**src/sv/rrfm_pkg.sv**
```systemverilog
package rrfm_pkg;

  // Stream widths
  localparam int IN_TDATA_W  = 112;
  localparam int OUT_TDATA_W = 8;

  // Input tdata field offsets (lowest bit of each field)
  localparam int IDX_LSB   = 0;
  localparam int IDX_W     = 6;
  localparam int RX_LSB    = 6;
  localparam int RZ_LSB    = 22;
  localparam int RW_LSB    = 38;
  localparam int RD_LSB    = 54;
  localparam int RC_LSB    = 70;
  localparam int PX_LSB    = 78;
  localparam int PZ_LSB    = 94;
  localparam int COORD_W   = 16;
  localparam int CLASS_W   = 8;

  // Transaction kind carried in s_tuser
  typedef enum logic {
    OP_WRITE = 1'b0,
    OP_QUERY = 1'b1
  } op_t;

  // Origin entry: x in bits 15..0, z in bits 31..16
  typedef struct packed {
    logic signed [COORD_W-1:0] z;
    logic signed [COORD_W-1:0] x;
  } origin_t;

  // Extent entry: width 15..0, depth 31..16, class 39..32
  typedef struct packed {
    logic [CLASS_W-1:0] cls;
    logic [COORD_W-1:0] depth;
    logic [COORD_W-1:0] width;
  } extent_t;

  // Per-entry compare status
  typedef struct packed {
    logic term;
    logic hit;
  } match_stat_t;

endpackage

```
**src/sv/rrfm_ram.sv**
```systemverilog
module rrfm_ram #(
  parameter int WIDTH = 32,
  parameter int DEPTH = 64
) (
  input  logic                     clk,
  input  logic                     we,
  input  logic [$clog2(DEPTH)-1:0] waddr,
  input  logic [WIDTH-1:0]         wdata,
  input  logic                     re,
  input  logic [$clog2(DEPTH)-1:0] raddr,
  output logic [WIDTH-1:0]         rdata
);

  logic [WIDTH-1:0] mem [DEPTH];

  // One write port, one registered read port
  always_ff @(posedge clk) begin
    if (we) begin
      mem[waddr] <= wdata;
    end
    if (re) begin
      rdata <= mem[raddr];
    end
  end

endmodule

```
**src/sv/rrfm_match.sv**
```systemverilog
module rrfm_match (
  input  logic signed [rrfm_pkg::COORD_W-1:0] px,
  input  logic signed [rrfm_pkg::COORD_W-1:0] pz,
  input  rrfm_pkg::origin_t                   org,
  input  rrfm_pkg::extent_t                   ext,
  output rrfm_pkg::match_stat_t               stat
);

  logic [rrfm_pkg::COORD_W:0] dx;
  logic [rrfm_pkg::COORD_W:0] dz;
  logic                       in_x;
  logic                       in_z;

  // Differences at 17 bits never wrap
  assign dx = {px[rrfm_pkg::COORD_W-1], px} - {org.x[rrfm_pkg::COORD_W-1], org.x};
  assign dz = {pz[rrfm_pkg::COORD_W-1], pz} - {org.z[rrfm_pkg::COORD_W-1], org.z};

  // 0 <= d < extent: sign clear and low bits below extent
  assign in_x = !dx[rrfm_pkg::COORD_W] && (dx[rrfm_pkg::COORD_W-1:0] < ext.width);
  assign in_z = !dz[rrfm_pkg::COORD_W] && (dz[rrfm_pkg::COORD_W-1:0] < ext.depth);

  // Origin x of zero ends the table
  assign stat.term = (org.x == '0);
  assign stat.hit  = !stat.term && in_x && in_z;

endmodule

```
**src/sv/rect_region_first_match_lookup.sv**
```systemverilog
// Rectangular region table with first-match point lookup. A transaction with
// s_tuser = write stores one region (origin, extent, class) at entry_index and
// returns nothing; writes to an index at or beyond TABLE_ENTRIES are dropped.
// A transaction with s_tuser = query walks the table from entry 0, stops at
// the first entry whose origin x is zero, and returns the class of the first
// region that contains the point (m_tuser = hit), or class 0 with hit clear.
// A query reads at most TABLE_ENTRIES entries: the walk reads one entry per
// cycle from the region memories. After reset the block runs a clearing pass
// over every entry with s_tready low. A finished result waits in the output
// register while the next transaction is taken.
module rect_region_first_match_lookup #(
  parameter int TABLE_ENTRIES = 64
) (
  input  logic                              clk,
  input  logic                              rst,
  // s_tdata: entry_index[5:0], region_x[21:6], region_z[37:22],
  //          region_width[53:38], region_depth[69:54], region_class[77:70],
  //          point_x[93:78], point_z[109:94], zero pad[111:110]
  input  logic                              s_tvalid,
  output logic                              s_tready,
  input  logic [rrfm_pkg::IN_TDATA_W-1:0]   s_tdata,
  // s_tuser: operation[0]
  input  logic                              s_tuser,
  // m_tdata: match_class[7:0]
  output logic                              m_tvalid,
  input  logic                              m_tready,
  output logic [rrfm_pkg::OUT_TDATA_W-1:0]  m_tdata,
  // m_tuser: hit[0]
  output logic                              m_tuser
);

  localparam int AW  = $clog2(TABLE_ENTRIES);
  localparam int CW  = AW + 1;
  localparam int IXW = ((AW > rrfm_pkg::IDX_W) ? AW : rrfm_pkg::IDX_W) + 1;
  localparam logic [CW-1:0]  CNT_END  = CW'(TABLE_ENTRIES);
  localparam logic [CW-1:0]  CNT_LAST = CW'(TABLE_ENTRIES - 1);
  localparam logic [IXW-1:0] IDX_END  = IXW'(TABLE_ENTRIES);

  typedef enum logic [1:0] {
    S_CLEAR,
    S_IDLE,
    S_WALK,
    S_DONE
  } state_t;

  state_t                                 state;
  logic [CW-1:0]                          addr;
  logic                                   pend;
  logic signed [rrfm_pkg::COORD_W-1:0]    px;
  logic signed [rrfm_pkg::COORD_W-1:0]    pz;
  logic [rrfm_pkg::CLASS_W-1:0]           res_class;
  logic                                   res_hit;

  rrfm_pkg::op_t                          op;
  logic [IXW-1:0]                         idx_ext;
  logic                                   idx_ok;
  logic                                   we;
  logic [AW-1:0]                          waddr;
  rrfm_pkg::origin_t                      org_wdata;
  rrfm_pkg::extent_t                      ext_wdata;
  logic                                   rd_en;
  rrfm_pkg::origin_t                      org_rdata;
  rrfm_pkg::extent_t                      ext_rdata;
  rrfm_pkg::match_stat_t                  stat;

  // Input decode
  assign op      = rrfm_pkg::op_t'(s_tuser);
  assign idx_ext = IXW'(s_tdata[rrfm_pkg::IDX_LSB +: rrfm_pkg::IDX_W]);
  assign idx_ok  = (idx_ext < IDX_END);

  assign s_tready = (state == S_IDLE);

  // Write port: clearing pass or accepted write transaction
  always_comb begin
    if (state == S_CLEAR) begin
      we        = 1'b1;
      waddr     = addr[AW-1:0];
      org_wdata = '0;
      ext_wdata = '0;
    end else begin
      we          = s_tvalid && s_tready && (op == rrfm_pkg::OP_WRITE) && idx_ok;
      waddr       = idx_ext[AW-1:0];
      org_wdata.x = s_tdata[rrfm_pkg::RX_LSB +: rrfm_pkg::COORD_W];
      org_wdata.z = s_tdata[rrfm_pkg::RZ_LSB +: rrfm_pkg::COORD_W];
      ext_wdata.width = s_tdata[rrfm_pkg::RW_LSB +: rrfm_pkg::COORD_W];
      ext_wdata.depth = s_tdata[rrfm_pkg::RD_LSB +: rrfm_pkg::COORD_W];
      ext_wdata.cls   = s_tdata[rrfm_pkg::RC_LSB +: rrfm_pkg::CLASS_W];
    end
  end

  // Walk reads one entry per cycle until the table end
  assign rd_en = (state == S_WALK) && (addr != CNT_END);

  rrfm_ram #(
    .WIDTH($bits(rrfm_pkg::origin_t)),
    .DEPTH(TABLE_ENTRIES)
  ) u_origin_ram (
    .clk  (clk),
    .we   (we),
    .waddr(waddr),
    .wdata(org_wdata),
    .re   (rd_en),
    .raddr(addr[AW-1:0]),
    .rdata(org_rdata)
  );

  rrfm_ram #(
    .WIDTH($bits(rrfm_pkg::extent_t)),
    .DEPTH(TABLE_ENTRIES)
  ) u_extent_ram (
    .clk  (clk),
    .we   (we),
    .waddr(waddr),
    .wdata(ext_wdata),
    .re   (rd_en),
    .raddr(addr[AW-1:0]),
    .rdata(ext_rdata)
  );

  rrfm_match u_match (
    .px  (px),
    .pz  (pz),
    .org (org_rdata),
    .ext (ext_rdata),
    .stat(stat)
  );

  // Sequencer: clear, accept, walk, hand result to output register.
  // Writes happen only in clear and idle, so a walk never overlaps a write.
  always_ff @(posedge clk) begin
    if (rst) begin
      state    <= S_CLEAR;
      addr     <= '0;
      pend     <= 1'b0;
      m_tvalid <= 1'b0;
    end else begin
      if (m_tvalid && m_tready && (state != S_DONE)) begin
        m_tvalid <= 1'b0;
      end
      unique case (state)
        S_CLEAR: begin
          if (addr == CNT_LAST) begin
            addr  <= '0;
            state <= S_IDLE;
          end else begin
            addr <= addr + 1'b1;
          end
        end
        S_IDLE: begin
          if (s_tvalid && op == rrfm_pkg::OP_QUERY) begin
            px    <= s_tdata[rrfm_pkg::PX_LSB +: rrfm_pkg::COORD_W];
            pz    <= s_tdata[rrfm_pkg::PZ_LSB +: rrfm_pkg::COORD_W];
            addr  <= '0;
            pend  <= 1'b0;
            state <= S_WALK;
          end
        end
        S_WALK: begin
          pend <= rd_en;
          if (rd_en) begin
            addr <= addr + 1'b1;
          end
          if (pend && (stat.term || stat.hit || !rd_en)) begin
            res_class <= stat.hit ? ext_rdata.cls : '0;
            res_hit   <= stat.hit;
            state     <= S_DONE;
          end
        end
        S_DONE: begin
          // Output register free or draining this cycle
          if (!m_tvalid || m_tready) begin
            m_tdata  <= res_class;
            m_tuser  <= res_hit;
            m_tvalid <= 1'b1;
            state    <= S_IDLE;
          end
        end
        default: begin
          state <= S_IDLE;
        end
      endcase
    end
  end

  // A result appears only when a walk has finished
  assert property (@(posedge clk) disable iff (rst)
    $rose(m_tvalid) |-> $past(state == S_DONE))
    else $error("result without finished walk");

  // Memories are not written while a walk reads them
  assert property (@(posedge clk) disable iff (rst)
    (state == S_WALK) |-> !we)
    else $error("memory write during walk");

  // Walk ends once the last entry has been checked
  assert property (@(posedge clk) disable iff (rst)
    (state == S_WALK && !rd_en) |=> (state == S_DONE))
    else $error("walk ran past table end");

  // A miss always reports class zero
  assert property (@(posedge clk) disable iff (rst)
    (m_tvalid && !m_tuser) |-> (m_tdata == '0))
    else $error("nonzero class without hit");

endmodule
```
**config.mk**
```make
export PLATFORM = sky130hd
export DESIGN_NAME = rect_region_first_match_lookup
export DESIGN_NICKNAME = d
export VERILOG_FILES = /design/src/sv/rrfm_pkg.sv /design/src/sv/rrfm_ram.sv /design/src/sv/rrfm_match.sv /design/src/sv/rect_region_first_match_lookup.sv
export SDC_FILE = /design/constraint.sdc
export NUM_CORES = 2
export LEC_CHECK = 0
export CAP_MARGIN = 20
export CORE_UTILIZATION = 55
export CTS_BUF_LIST = sky130_fd_sc_hd__clkbuf_8
export DETAILED_ROUTE_END_ITERATION = 7
export DONT_BUFFER_PORTS = 1
export GPL_TIMING_DRIVEN = 0
export PLACE_DENSITY = 0.7
export SYNTH_ARGS = -nofsm -noshare
export SYNTH_HDL_FRONTEND = slang
export SYNTH_MEMORY_MAX_BITS = 65536
export SYNTH_SLANG_ARGS = --single-unit
export TNS_END_PERCENT = 10
```
**constraint.sdc**
```tcl
create_clock -name clk -period 9.97 [get_ports clk]
set_input_delay 1.994 -clock clk [delete_from_list [all_inputs] [get_ports clk]]
set_output_delay 1.994 -clock clk [all_outputs]
set_load 0.05 [all_outputs]
```
==> results.md <==
- The first TritonRoute pass finished after 8 iterations.
- The detail-routed net length per standard cell is 35.63 um.
- The detail route stage leaves a number of antenna-violating nets equal to 0.
- In the final layout, the share of cells above drive strength 1 is 33.95%.
- On the critical path, the stage with the largest delay is an instance of sky130_fd_sc_hd__nor3b_1.
- The worst setup path is captured at a flip-flop.
- The number of enable-type register cells in the synthesized netlist is 4730.
- By instance count, the cell type seen most on the critical path is sky130_fd_sc_hd__ha_1.
- Synthesis produced a netlist with a net count of 7375.
- The final RePlAce weighted congestion is 0.8580.
- The worst-case register-to-register setup slack is 3910 ps.
- The most used flip-flop cell after synthesis is sky130_fd_sc_hd__edfxtp_1.
- The initial utilization of the core area, before any placement, comes to 55.37%.
- Of all nets on the critical path, the largest fanout is 9.
- After global routing the overflow that remains totals 0.
- The floorplan die area is 332400 um2.
- The number of remaining DRC errors is 0.
- The first global-routing pass estimated 656300 um of wire.
- The number of global-route vias before repair is 87.60k.
- The HPWL after detailed placement is 324900 um.
- The initialized floorplan defines 210 standard-cell rows.
- Yosys mapped the design onto 59 distinct sky130hd cell types.
- Power spread over the standard cell area amounts to 251.4 nW/um2.
- The required time at the worst-slack endpoint is 10870 ps.
- The worst-case headroom to the max-slew limit is 21.54%.
- The mapped cell area is 181600 um2.
- The final critical-path required period is 6061 ps.
- The detailed-route vias per instance is 6.557.
- TritonCTS built the clock tree.
- The utilization of the core after routing is 63.44%.
- Setup repair after global routing left no endpoint under its margin.
- The number of setup buffers added after CTS is 0.
- Max-cap violations in this run came to 0.
- The run finished with clean final reports.
- The peak-usage layer in the global routing report is met2.
- The tree is rooted in a sky130_fd_sc_hd__clkbuf_8.
- The total track usage is 28.58%.
- The synthesized area divided by synthesized cell count is 25.27 um2.
- The highest ir drop seen on vdd is 0.1975 mV.
- The hold violation count in the final report is 0.
- Summed over all cells, the static leakage comes to 65.71 nW.
- The post-cts repair resize count is 0.
- Entering global routing, the biggest net connects 65 pins.
- The synthesized instance count is 7186.
- In the global route stage, met3 resource usage came out at 6.974%.
- The clock passes through at most 4 buffers.
- The core region is 327900 um2.
- The share of synthesized area occupied by flip-flops and latches is 78.35%.
- Setup violations remaining at the end of the flow were counted as 0.
- Global routing consumed, on the met2 layer, 45.14% of the routing resources.
- On the worst path, the slowest cell contributes a delay of 800 ps.
- On the final layout, the worst clock skew is 67.01 ps.
- The type of the worst min-delay path is flip-flop to flip-flop.
- The worst setup path is launched from a flip-flop.
- The count of vias placed by the detailed router is 86.69k.
- Relative to the synthesized area, the layout overhead comes to 14.58%.
- The summed negative setup slack over all endpoints is 0 ps.
- For the worst setup path, the data arrival time is 6960 ps.
- In the synthesized netlist the async set-or-reset flop fraction comes to 0%.
- The count of buffering cells on the critical path with inverters included is 1.
- The transition time at the pin with the least slew margin is 1177 ps.
- Traced cell by cell, the critical path runs through ha_1 > nor2b_1 > o31a_1 > nor4b_1 > o31ai_1 > a2111o_1 > a21o_1 > a21oi_1 > xnor2_1 > ha_1 > a2111oi_0 > nand3_1 > a211oi_1 > o211ai_1 > nor3b_1 > o2111a_1 > buf_12.
- By startpoint and endpoint, the worst setup path is classified as flip-flop to flip-flop.
- The CTS clock-pin slew for the worst setup and hold paths is 60 ps.
- During placement, the flow inserted port buffers numbering 0.
- The highest clock frequency the design can meet is 165.0 MHz.
- The fraction of the cycle the final worst path needs is 60.79%.
- The total clock buffers created by CTS is 728.
- The hold buffer count at CTS is 0.
- Pin placement for this block handled 128 I/O pins.
- Counting flops and latches in the post-synthesis netlist gives 4741.
- The fraction of met1 tracks used by global routing is 38.72%.
- The number of antenna violations at the first check in global routing came to 38.
- The die extent in y is 576.6 um.
- The initial DRC count is 11.96k.
- The number of sinks handled by clock tree synthesis is 4741.
- The later pin in the worst-skew pair is clocked with a latency of 1250 ps.
- The total wire length after detailed routing is 471100 um.
- The overall power is 52.31 mW.
- The die is 576.6 um wide.
- The number of pins exceeding their max-slew limit in the final report came to 0.
- The H-tree generated during clock tree synthesis spans 6 levels.
- The Yosys step of the flow raised 0 warnings.
- The final layout contains 8432 nets.
- The cell family with the largest share of critical-path delay is compound AO/OA/AOI/OAI gates.
==> layout by cell type (no fill, tap or decap), types with 11 or more instances in the layout <==
cell	instances
sky130_fd_sc_hd__edfxtp_1	4730
sky130_fd_sc_hd__mux4_2	1512
sky130_fd_sc_hd__clkbuf_8	735
sky130_fd_sc_hd__inv_1	336
sky130_fd_sc_hd__buf_12	269
sky130_fd_sc_hd__clkinv_1	175
sky130_fd_sc_hd__clkbuf_1	169
sky130_fd_sc_hd__buf_2	89
sky130_fd_sc_hd__nor2b_4	72
sky130_fd_sc_hd__ha_1	70
sky130_fd_sc_hd__nor2_4	64
sky130_fd_sc_hd__diode_2	62
sky130_fd_sc_hd__clkinv_2	58
sky130_fd_sc_hd__buf_1	44
sky130_fd_sc_hd__nor2_1	40
sky130_fd_sc_hd__nand2_1	34
sky130_fd_sc_hd__buf_8	31
sky130_fd_sc_hd__o21ai_0	26
sky130_fd_sc_hd__xnor2_1	25
sky130_fd_sc_hd__a21oi_1	25
sky130_fd_sc_hd__buf_4	23
sky130_fd_sc_hd__buf_16	23
sky130_fd_sc_hd__clkbuf_2	20
sky130_fd_sc_hd__bufinv_16	18
sky130_fd_sc_hd__inv_8	15
sky130_fd_sc_hd__inv_6	13
sky130_fd_sc_hd__clkinv_8	12
sky130_fd_sc_hd__buf_6	11
sky130_fd_sc_hd__dfxtp_1	11
==> cell type report <==
cell class | count | area (um2)
Antenna cell | 62 | 155.1
Clock buffer | 735 | 10120
Inverter | 81 | 304.0
Clock inverter | 565 | 3158
Multi-Input combinational cell | 2012 | 38490
Timing Repair Buffer | 327 | 6529
Tap cell | 4346 | 5438
Buffer | 352 | 1597
Fill cell | 20860 | 119900
Sequential cell | 4741 | 142300
==> routing by layer <==
| metal | vias to the layer above | wire length, um |
|---|---|---|
| li1 | 33660 | - |
| met4 | 22 | 21610 |
| met2 | 5550 | 225900 |
| met1 | 46480 | 172400 |
| met5 | - | 149 |
| met3 | 985 | 50970 |
==> where the power goes <==
group          switching (mW)  total, mW  internal (mW)
logic                    7.54       12.9           5.35
registers               0.174       24.5           24.3
clock network            7.57       15.0           7.39
total                    15.3       52.3           37.0
==> logic make-up after synthesis <==
logic type               Yosys count  synth area share (%)
AND/OR/NAND/NOR                  281                0.7787
XOR/XNOR                          31                0.1495
multiplexers                    1516                 18.78
adder cells (fa/ha/maj)           72                0.5044
flip-flops                      4741                 78.35
buffers and inverters            433                 1.032
AO/OA/AOI/OAI                    112                0.4114
==> through the flow <==
step / worst slack (ps) / std cells / instance area [um2] / hold WS (ps)
floorplan: 3052 / 7186 / 181600 / 400.3
global placement: -2454 / 11530 / 187000 / 408.2
detailed placement: 4169 / 11840 / 194400 / 412.1
CTS: 4125 / 13140 / 207600 / 436.7
global route: 3668 / 13170 / 207900 / 441.5
finish: 3909 / 13220 / 208000 / 449.8
==> synth_stat cells (all sizes together), types with 6 or more instances <==
cell	count	area share, %
ha	70	0.48
edfxtp	4730	78
xor2	6	0.029
inv	81	0.17
o21ai	26	0.072
a21o	9	0.037
o21a	10	0.041
and2	10	0.034
and3	6	0.021
a21oi	25	0.069
buf	163	0.47
nand4	8	0.028
nor2	104	0.21
nor2b	81	0.28
mux4	1512	19
clkbuf	189	0.39
nand3	10	0.028
xnor2	25	0.12
nand2	34	0.070
dfxtp	11	0.12
==> state kept, by name, indices dropped and copies added, names as in the netlist <==
signal,count
px,16
addr,7
res_hit,1
u_extent_ram.mem,2560
u_origin_ram.rdata,32
pend,1
m_tuser,1
res_class,8
m_tdata,8
m_tvalid,1
state,2
pz,16
u_origin_ram.mem,2048
u_extent_ram.rdata,40
==> path summary, 6_finish.rpt <==
check | start | to | cells after the start
max reg2reg | pz[1]$_DFFE_PP_ | res_class[4]$_SDFFCE_PN0P_ | 17
min | res_class[7]$_SDFFCE_PN0P_ | m_tdata[7]$_DFFE_PP_ | 0
max | pz[1]$_DFFE_PP_ | res_class[4]$_SDFFCE_PN0P_ | 17
min reg2reg | res_class[7]$_SDFFCE_PN0P_ | m_tdata[7]$_DFFE_PP_ | 0
(Power assumes the default switching activity.)
